$ cat config.mk
export PLATFORM = sky130hd
export DESIGN_NAME = tsmb_window
export DESIGN_NICKNAME = d
export VERILOG_FILES = /design/src/hw/rtl/tick_slotted_message_buffer_defines.svh /design/src/hw/rtl/tsmb_pkg.sv /design/src/hw/rtl/tsmb_window.sv
export SDC_FILE = /design/constraint.sdc
export NUM_CORES = 1
export LEC_CHECK = 0
export ABC_AREA = 1
export BUFFER_PORTS_ARGS = -buffer_cell sky130_fd_sc_hd__buf_2
export CAP_MARGIN = 20
export CORE_MARGIN = 1
export CORE_UTILIZATION = 45
export DETAILED_ROUTE_END_ITERATION = 10
export PLACE_DENSITY = 0.73
export SLEW_MARGIN = 5
export SYNTH_ARGS = -nofsm -noshare
export SYNTH_HDL_FRONTEND = slang
export SYNTH_SLANG_ARGS = --single-unit
$ cat constraint.sdc
create_clock -name vclk -period 6.9
set_clock_uncertainty 0.2 [all_clocks]
set_input_delay 1.38 -clock vclk [all_inputs]
set_output_delay 1.38 -clock vclk [all_outputs]
set_load 0.005 [all_outputs]
$ cat src/hw/rtl/tick_slotted_message_buffer_defines.svh
// ---------------------------------------------------------------------------
// Tick-slotted message buffer assertion macros
// Shared concurrent assertion forms for the timing wheel RTL.
// ---------------------------------------------------------------------------
`ifndef TICK_SLOTTED_MESSAGE_BUFFER_DEFINES_SVH
`define TICK_SLOTTED_MESSAGE_BUFFER_DEFINES_SVH

// same-cycle implication, disabled in reset
`define TSMB_ASSERT_IMP(label, clk, rst_n, ante, cons) \
  label: assert property (@(posedge clk) disable iff (!rst_n) (ante) |-> (cons)) \
    else $error("tsmb: assertion failed");

// next-cycle implication, disabled in reset
`define TSMB_ASSERT_NXT(label, clk, rst_n, ante, cons) \
  label: assert property (@(posedge clk) disable iff (!rst_n) (ante) |=> (cons)) \
    else $error("tsmb: assertion failed");

`endif

$ cat src/hw/rtl/tsmb_pkg.sv
// ---------------------------------------------------------------------------
// Tick-slotted message buffer package
// Sizes, codes and shared types of the timing wheel.
// ---------------------------------------------------------------------------
`timescale 1ns / 1ps
`default_nettype none

package tsmb_pkg;

  localparam int NUM_SLOTS  = 16;
  localparam int SLOT_DEPTH = 16;

  localparam int TICK_W   = 32;
  localparam int DIFF_W   = 33;
  localparam int HANDLE_W = 16;
  localparam int SLOT_W   = $clog2(NUM_SLOTS);
  localparam int IDX_W    = (SLOT_DEPTH > 1) ? $clog2(SLOT_DEPTH) : 1;
  localparam int FILL_W   = $clog2(SLOT_DEPTH + 1);
  localparam int STORE_DEPTH = NUM_SLOTS * SLOT_DEPTH;
  localparam int ADDR_W   = (STORE_DEPTH > 1) ? $clog2(STORE_DEPTH) : 1;

  typedef enum logic [0:0] {
    CMD_PUSH  = 1'b0,
    CMD_DRAIN = 1'b1
  } cmd_t;

  typedef enum logic [1:0] {
    ST_OK   = 2'd0,
    ST_LOW  = 2'd1,
    ST_HIGH = 2'd2,
    ST_FULL = 2'd3
  } status_t;

  typedef enum logic [0:0] {
    S_IDLE  = 1'b0,
    S_DRAIN = 1'b1
  } state_t;

  typedef struct packed {
    status_t                  status;
    logic signed [DIFF_W-1:0] diff;
    logic [SLOT_W-1:0]        slot;
  } check_t;

  function automatic logic [ADDR_W-1:0] store_addr(input logic [SLOT_W-1:0] slot,
                                                   input logic [IDX_W-1:0] idx);
    logic [ADDR_W-1:0] base;
    base = ADDR_W'(ADDR_W'(slot) * ADDR_W'(SLOT_DEPTH));
    return ADDR_W'(base + ADDR_W'(idx));
  endfunction

endpackage

`default_nettype wire

$ cat src/hw/rtl/tsmb_window.sv
// ---------------------------------------------------------------------------
// Tick-slotted message buffer window check
// Classifies a tick against the current window and maps it to its slot.
// ---------------------------------------------------------------------------
`timescale 1ns / 1ps
`default_nettype none

module tsmb_window (
  input  wire logic [tsmb_pkg::TICK_W-1:0] cur_tick,
  input  wire logic [tsmb_pkg::TICK_W-1:0] tick,
  output tsmb_pkg::check_t                 chk
);

  logic [tsmb_pkg::DIFF_W-1:0] upper;
  logic [tsmb_pkg::DIFF_W-1:0] tick_ext;
  logic [tsmb_pkg::DIFF_W-1:0] cur_ext;

  always_comb begin
    tick_ext = {1'b0, tick};
    cur_ext  = {1'b0, cur_tick};
    upper    = tsmb_pkg::DIFF_W'(cur_ext + tsmb_pkg::DIFF_W'(tsmb_pkg::NUM_SLOTS - 1));
    if (tick < cur_tick) begin
      chk.status = tsmb_pkg::ST_LOW;
    end else if (tick_ext > upper) begin
      chk.status = tsmb_pkg::ST_HIGH;
    end else begin
      chk.status = tsmb_pkg::ST_OK;
    end
    chk.diff = $signed(tsmb_pkg::DIFF_W'(tick_ext - cur_ext));
    chk.slot = tsmb_pkg::SLOT_W'(tick % tsmb_pkg::NUM_SLOTS);
  end

endmodule

`default_nettype wire

# Word level (Yosys, flattened, before mapping)
# Cells that the tools add are included.
# word_totals
register_bits	0
word_cells	6
# classes
addsub	2
order_cmp	2
muxes	2
# op_table
op	n
32-bit by 4-bit adder with 33-bit output (second input constant)	1
32-bit by 33-bit > comparator with 1-bit output	1
32-bit by 32-bit subtractor with 33-bit output	1
32-bit < comparator	1
2-bit two-way mux	2

# Longest topological paths before layout
# depth
ltp_word	4
ltp_mapped	19
ltp_nobuf	19

# Least setup slack after synthesis
# OpenSTA, ideal clock, no wires.
# synth_path
path_type	in2out
from	in cur_tick[0] (netlist bit)
to	out chk[38] (netlist bit)
t_arrival_ns	3.378
path_slack_ns	1.942
stages	18
path_cell_list	inv_1 ha_1 nand3_2 nand3_2 nor2_2 inv_2 nor3_4 nand3_1 xor2_1 ha_1 nand2_1 inv_1 nand3_1 nor3_1 nand2_1 nand2_1 nand2_1 a21oi_1
# synth_rtl
item	line_no	rtl
start: declaration	tsmb_window.sv:9	input wire logic [tsmb_pkg::TICK_W-1:0] cur_tick,
end: declaration	tsmb_window.sv:11	output tsmb_pkg::check_t chk

==> flow_summary.toml <==
[sta]
hold_violations = 0
rsz0062_at_grt = "no"
timing.hold.ws_ns = 2.74
finalSetupViolCount = 0
worstMarginPinSlew_ns = 0.411
relSlewSlack_pct = 72.5
slew_violations = 0
min_period_over_period_pct = 81.4
fin_tns_setup_ns = 0
fin_crit_ns = 5.61
fmax_mhz = 178

[synth]
synth_warnings = 0
yosys.area_share.simple_pct = 40.4
synth.net_count = 793
syn_avg_cell_area_um2 = 5.64
synth_compound_area_share_pct = 14.2
muxShareOfSynthArea_pct = 0
yosysSeqAreaShare_pct = 0
synth_fa_ha_area_share_pct = 22.3
synthCells = 663
synth_cell_type_count = 34
syn_area_um2 = 3740
synth_top_family_by_area = "simple AND/OR/NAND/NOR gates"
synthXorXnorAreaFrac_pct = 11.0

[final_layout]
fillers = 851
seq_cells = 0
drive_gt1_share_pct = 16.8
n_antenna_cell = 0
area.sequential_um2 = 0
syn2layout_area_growth_pct = 16.4
fin_nets = 894
clkbuf_count = 0

[die]
die_w_um = 93.1
row_count = 32
fp.dieH_um = 93.1
core-area_um2 = 7890
io_pins = 103
die-area_um2 = 8670
initial_core_util_pct = 47.4

[power_and_ir_drop]
ir_drop_mv = 0.0327
report.power.total_mw = 0.342
power_per_cell_area_nw_per_um2 = 78.7
power_leakage_nw = 2.53

[setup_path]
critPathKind = "in2out"
endpoint_kind = "output pin"
cp.required_ns = 5.32
path_max_fanout = 4
startpoint_type = "input pin"
critPathArrivalTime_ns = 4.03

[global_route]
track_usage_pct = 27.0
grtUsageMet2_pct = 47.2
grt_antenna_before_repair = 0
overflow = 0
grt_max_degree = 7
grt_pass1_vias = 4274
grt_pass1_wl_mm = 19.3
globalRouteMet3Util_pct = 0.976
global_route.usage.met1_pct = 37.4
top_usage_layer = "met2"

[detailed_routing]
vias = 4536
drtAntennaViolNets = 0
drcViolationCount = 0
viasPerCell = 5.25
drt-initial-drc-count = 271
wl_per_cell_um = 13.4
wl_mm = 11.6
first_pass_iters = 5

[outcome]
status = "complete, no violations"

[clock_tree]
cts_resized = 0
hold_buffers = 0
post_cts_buffers = 0

[min_path]
min_path_cells = 2
hp-class = "in2out"

[placement]
dp_hpwl_mm = 10.6
gp_congestion = 0.966
port_buffers = 103

[flow_run]
drv_cap = 0
-- cell type report --
cell class         count  area, um^2  area share (%)
inverters            112         420            9.66
well taps            102         128            2.93
multi-input cells    547        3290            75.6
repair buffers       103         515            11.8
-- cell families after synthesis --
family / after synthesis
buffers and inverters: 116
AOI/OAI and AO/OA: 92
xor gates and xnor gates: 47
adders and majority gates: 66
and+or+nand+nor: 342
-- critical path: stages --
cell	delay, ns
buf_2	0.11
inv_1	0.06
ha_1	0.24
nand3_2	0.15
nand3_2	0.12
nor2_2	0.15
inv_2	0.06
nor3_4	0.23
nand3_1	0.14
xor2_1	0.16
ha_1	0.29
nand2_1	0.09
inv_1	0.06
nand3_1	0.08
nor3_1	0.21
nand2_1	0.09
nand2_1	0.06
nand2_1	0.04
a21oi_1	0.17
buf_2	0.14
-- layer usage --
metal  wire [um]  share of wire (%)
met4         195                1.7
met2        5200                 45
met3         617                5.3
met5           0                  0
met1        5560                 48
-- worst paths after layout --
kind	from	slack, ns	endpoint
setup / recovery	cur_tick[0]	1.29	chk[38]
hold / removal	tick[0]	2.74	chk[0]
-- cell usage after synthesis (all sizes together) (2+ instances only) --
library cell	n	share of area, %
nand2	188	19
nor4	2	0.33
xor2	42	9.8
ha	65	22
buf	4	0.80
inv	112	11
nand4	12	2.0
xnor2	5	1.2
o21bai	7	1.4
nor2	72	8.2
nor3	22	4.1
a21boi	3	0.60
nand3	44	6.2
o211ai	4	0.94
a21o	5	1.0
o21ai	20	2.9
a21oi	49	6.6
-- power breakdown --
group          switching, mW  internal, mW  total, mW  leakage [nW]
logic                  0.207         0.135      0.342          2.53
clock network              0             0          0             0
registers                  0             0          0             0
-- placed cells by master, fill, tap and decap left out, drive strengths merged, types with 12 or more instances in the layout --
master  instances
nand3          44
xor2           42
ha             65
nand2         188
inv           112
nor2           72
a21oi          49
nor3           22
nand4          12
o21ai          20
buf           103
-- per-stage QoR --
step | worst slack (ns) | area, um^2 | utilization (%) | cells
5_1_grt | 0.988 | 4350 | 55.2 | 864
3_5_place_dp | 1.35 | 4350 | 55.2 | 864
6_report | 1.29 | 4350 | 55.2 | 864
3_3_place_gp | 1.38 | 4350 | 55.2 | 864
4_1_cts | 1.33 | 4350 | 55.2 | 864
2_1_floorplan | 1.94 | 3740 | - | 663
Power figures use the tool's default switching activity.
