File: config.mk
export PLATFORM = sky130hd
export DESIGN_NAME = tsmb_ram
export DESIGN_NICKNAME = d
export VERILOG_FILES = /design/src/hw/rtl/tick_slotted_message_buffer_defines.svh /design/src/hw/rtl/tsmb_ram.sv
export SDC_FILE = /design/constraint.sdc
export NUM_CORES = 2
export LEC_CHECK = 0
export BUFFER_PORTS_ARGS = -buffer_cell sky130_fd_sc_hd__clkbuf_2
export CAP_MARGIN = 10
export CORE_MARGIN = 2
export CORE_UTILIZATION = 30
export DETAILED_ROUTE_END_ITERATION = 8
export GPL_TIMING_DRIVEN = 0
export PLACE_DENSITY_LB_ADDON = 0.08
export SLEW_MARGIN = 25
export SYNTH_ARGS = -nofsm -noshare
export SYNTH_HDL_FRONTEND = slang
export SYNTH_SLANG_ARGS = --single-unit
File: constraint.sdc
create_clock -name clk -period 3.5 [get_ports clk]
set_input_delay 0.175 -clock clk [delete_from_list [all_inputs] [get_ports clk]]
set_output_delay 0.175 -clock clk [all_outputs]
set_load 0.01 [all_outputs]
File: src/hw/rtl/tick_slotted_message_buffer_defines.svh
// ---------------------------------------------------------------------------
// Tick-slotted message buffer assertion macros
// Shared concurrent assertion forms for the timing wheel RTL.
// ---------------------------------------------------------------------------
`ifndef TICK_SLOTTED_MESSAGE_BUFFER_DEFINES_SVH
`define TICK_SLOTTED_MESSAGE_BUFFER_DEFINES_SVH

// same-cycle implication, disabled in reset
`define TSMB_ASSERT_IMP(label, clk, rst_n, ante, cons) \
  label: assert property (@(posedge clk) disable iff (!rst_n) (ante) |-> (cons)) \
    else $error("tsmb: assertion failed");

// next-cycle implication, disabled in reset
`define TSMB_ASSERT_NXT(label, clk, rst_n, ante, cons) \
  label: assert property (@(posedge clk) disable iff (!rst_n) (ante) |=> (cons)) \
    else $error("tsmb: assertion failed");

`endif

File: src/hw/rtl/tsmb_ram.sv
// ---------------------------------------------------------------------------
// Tick-slotted message buffer store RAM
// Simple dual-port synchronous RAM, one write and one registered read port.
// ---------------------------------------------------------------------------
`timescale 1ns / 1ps
`default_nettype none

module tsmb_ram #(
  parameter int DEPTH = 256,
  parameter int WIDTH = 16,
  localparam int AW = (DEPTH > 1) ? $clog2(DEPTH) : 1
) (
  input  wire logic             clk,
  input  wire logic             we,
  input  wire logic [AW-1:0]    waddr,
  input  wire logic [WIDTH-1:0] wdata,
  input  wire logic [AW-1:0]    raddr,
  output logic      [WIDTH-1:0] rdata
);

  logic [WIDTH-1:0] mem [DEPTH];

  always_ff @(posedge clk) begin
    if (we) begin
      mem[waddr] <= wdata;
    end
  end

  always_ff @(posedge clk) begin
    rdata <= mem[raddr];
  end

endmodule

`default_nettype wire

# ---- After elaboration in Yosys (flattened, before gate mapping)
# Memory sizes are Yosys's and may differ from the RTL's. A register that Yosys moved wholly into a read port is not among the register bits.
# Cells that the tools add are included.
dict set report op_classes {
  muxes 2
}
# operator count
set ops {}
lappend ops {{1-bit two-way mux} 2}
dict set report totals {
  ff_bits 0
  mem_count 1
  in_bits 34
  out_inout_bits 16
  wordCells 3
  ram_bits 4096
}
# name words word_bits rd rd_clocked_by_memory_dff write_ports line
set mem_list {}
lappend mem_list {mem 256 16 1 1 1 tsmb_ram.sv:21} ;# logic [WIDTH-1:0] mem [DEPTH];

# ---- Longest topological paths before layout
dict set report logic_depth {
  word_depth 2
  depth_mapped 12
  depth_no_buf 6
}

# ---- Least setup slack after synthesis
# OpenSTA, ideal clock, no wires.
dict set report synth_timing {
  kind {input -> register}
  start {in waddr[3]}
  end {mem mem[235][0] (enable)}
  path_buffers 3
  arrival_ns 1.952
  setup_ns 0.388
  path_slack_ns 1.160
  cell_stages 6
  t_required_ns 3.112
  cell_sequence {clkbuf_1 -> nor2b_1 -> clkbuf_1 -> nand4_1 -> clkbuf_1 -> nor2_1}
}
# item line
set synth_lines {}
lappend synth_lines {{from (decl)} tsmb_ram.sv:15} ;# input wire logic [AW-1:0] waddr,
lappend synth_lines {{to (decl)} tsmb_ram.sv:21}
# No word-level cell before the write port.

==> impl_metrics.csv <==
group,metric,value,unit
sta,setup_ws,-216.3,ps
global_route,grt_remaining_overflow,0,
global_route,grtUsageTotal,21.71,%
power_and_ir_drop,power_leakage,0.05892,uW
global_route,grt_pass1_vias,82130,
floorplanning,num_rows,267,
drt,routedWlPerCell,38.12,um
status,status,"finished, violations left",
critical_path,endpoint_kind,"flop",
sta,hold_violations,0,
synth,synth_edf_count,4096,
synth,postSynthAreaPerCell,21.56,um^2
clock_tree,cts_tree,"yes",
global_route,grt_pass1_wl,775.7,mm
sta,rsz0062_at_grt,"yes",
floorplanning,die_x,731.4,um
synth,synth_top_area_share,77.50,%
floorplanning,die_h,731.4,um
drt,vias,82470,
placement,post_dp_cell_area,0.1744,mm^2
drt,drc_errors,0,
synth,synthDistinctLibCells,52,
critical_path,crit_end,"rdata[8]",
global_route,grt_max_degree,102,
critical_path,r2r-start,"mem[59][7]",
critical_path,r2r-end,"rdata[7]",
drt,viasPerCell,5.322,
status,violations,"setup timing",
finish,fin_area,0.1898,mm^2
synth,syn_area,0.1587,mm^2
drt,drt-initial-drc-count,10460,
run,maxCapViolCount,0,
synth,synth_flop_cell,"edfxtp_1",
power_and_ir_drop,p_per_area,574.2,mW/mm^2
critical_path,reg2reg_slack,270,ps
clock_tree,cts_setup_buffers,0,
worst_hold_path,min_path_type,"in -> reg",
placement,hpwlAfterDp,418.6,mm
sta,period_needed,3716,ps
critical_path,cp.arrival,4640,ps
sta,hold_ws,111.8,ps
sta,fmax,0.2691,GHz
finish,areaGrowthSynthToFinish,19.58,%
placement,gp_congestion,0.9497,
synth,syn_nets,7394,
synth,ys_async_sr_fraction,0,%
floorplanning,ios,50,
clock_tree,cts_buffers,462,
synth,synthCells,7360,
critical_path,ff2ff_path_depth,6,
synth,yosys_warnings,0,
critical_path,worst-setup-path-type,"in -> reg",
critical_path,critPathLaunchType,"input port",
sta,finClkSkew,78.31,ps
drt,drt_wl_total,590.8,mm
floorplanning,start_util,30.07,%
sta,finalCritPeriodShare,106.2,%
drt,first_pass_iters,5,
critical_path,worstPathMaxFanout,10,
global_route,grt_antenna_before_repair,71,
drt,ant_nets,0,
clock_tree,cts_sinks,4112,
sta,worstMarginPinSlew,1275,ps
finish,finish.utilization,35.96,%
floorplanning,dieArea,0.5349,mm^2
power_and_ir_drop,vdd_ir_drop_max,482.5,uV
clock_tree,htreeDepth,5,
sta,final_max_slew_viol_count,0,
critical_path,crit_start,"raddr[1]",
floorplanning,core,0.5278,mm^2
synth,synth_area_leaders,"edfxtp_1 (77%), mux4_2 (11%), mux2i_1 (3.6%), o221ai_1 (1.4%), nor2_1 (0.72%)",
sta,setup_viol,15,
clock_tree,clk_pin_slew,60,ps
finish,fill_cells,48530,
finish,nets,8119,
clock_tree,root_buffer,"clkbuf_16",
synth,yosysTopAreaCell,"edfxtp_1",
sta,relSlewSlack,14.25,%
placement,io_buffers,39,
clock_tree,clock_latency,1070,ps
clock_tree,clockBufferDepth,4,
finish,layout-drive-gt1-share,28.79,%
critical_path,required,4430,ps
synth,seq_area_frac_synth,77.70,%
sta,finalSetupTns,-1499,ps
synth,ys_ff_latch,4112,
-- critical path, cell delays in order --
cell	delay, ps
buf_4	330
or2_1	160
buf_2	270
buf_1	890
clkbuf_2	660
o221ai_1	380
o22ai_2	830
a22oi_1	210
nand3_1	350
nor4_2	80
buf_4	220
-- area by class of cell --
type,instances,area [um^2],area share (%)
timing repair buffer,265,4896,2.580
sequential,4112,123300,64.98
inverter,4,17.52,0.009230
buffer,448,2888,1.522
multi-input combinational,2792,35030,18.46
clock inverter,288,2643,1.392
antenna,29,72.57,0.03824
clock buffer,566,12170,6.413
tap,6994,8751,4.611
-- metal layers --
layer / vias up / GRT usage (%) / part of all wire, %
met5: - / 0 / 0.0059
met4: 6 / 6.920 / 3.7
met3: 754 / 3.498 / 6.4
met2: 3172 / 33.39 / 45
met1: 45640 / 31.52 / 45
li1: 32900 / - / -
-- cells by family after synthesis --
| family | after synthesis | synth area share [%] |
|---|---|---|
| and+or+nand+nor | 556 | 1.574 |
| AOI/OAI and AO/OA | 786 | 3.537 |
| DFF | 4112 | 77.70 |
| muxes | 1450 | 15.50 |
| buffers and inverters | 456 | 1.693 |
-- flip-flops by register name, indices dropped and copies added, names as in the netlist --
signal,cells
rdata,16
mem,4096
-- cells in the mapped netlist, types with 9 or more instances --
master / count
a211oi_1: 18
a21oi_1: 175
a221oi_1: 28
a22o_1: 32
a22oi_1: 43
and3_1: 11
buf_1: 27
buf_2: 76
buf_4: 26
buf_6: 77
buf_8: 11
clkbuf_1: 230
dfxtp_1: 16
edfxtp_1: 4096
mux2_2: 88
mux2i_1: 565
mux4_2: 797
nand2_1: 38
nand3_1: 35
nand4_1: 26
nor2_1: 304
nor2b_1: 9
nor3_1: 92
nor4_1: 17
o21ai_0: 37
o221ai_1: 252
o22ai_1: 148
o31ai_1: 16
o32ai_1: 20
-- power by group --
group / internal (uW) / switching [uW]
combinational: 2030 / 4770
clock: 27400 / 20500
sequential: 54300 / 31.2
total: 83700 / 25300
-- how the worst min path moves through the flow --
| stage | from | endpoint | slack [ps] | cells after the start |
|---|---|---|---|---|
| after floorplan | wdata[0] | mem[0][0] | 270 | 0 |
| after global routing | waddr[7] | mem[214][11] | 70 | 3 |
| after CTS | waddr[7] | mem[214][11] | 0.6 | 3 |
| after global placement | rdata[2] | rdata[2] | 570 | 1 |
| after detailed placement | wdata[11] | mem[87][11] | 550 | 1 |
| final | waddr[7] | mem[214][11] | 110 | 3 |
-- what timing repair did --
action / CTS / global route
hold endpoints to repair: 1876 / 0
setup endpoints to repair: 16 / 7
gates resized for setup: 67 / 16
hold buffers: 21 / 0
-- layout by cell type (no fill, tap or decap), types with 29 or more instances in the layout --
master	Yosys	layout
o221ai_1	252	252
buf_16	0	97
o21ai_0	37	30
mux2_2	88	88
buf_6	77	102
diode_2	0	29
bufinv_16	0	37
nand2_1	38	35
a21oi_1	175	170
a22o_1	32	32
clkbuf_2	0	111
nor2_1	304	47
clkbuf_16	0	469
mux4_2	797	797
nor2_4	0	225
clkinv_2	0	99
edfxtp_1	4096	4096
clkbuf_1	230	212
buf_4	26	51
o22ai_1	148	139
buf_2	76	76
nor2_2	0	32
nor3_1	92	71
buf_12	5	60
a22oi_1	43	43
nand3_1	35	33
clkinv_1	0	115
mux2i_1	565	565
-- through the flow --
stage | power, uW | setup slack, ps | std cells
3_3_place_gp | 61980 | -4092 | 14390
3_5_place_dp | 62110 | -2188 | 14600
4_1_cts | 109900 | 1.276 | 15470
2_1_floorplan | 58060 | 1160 | 7360
5_1_grt | 111900 | -122.1 | 15480
6_report | 109000 | -216.3 | 15500
(Power assumes the default switching activity.)
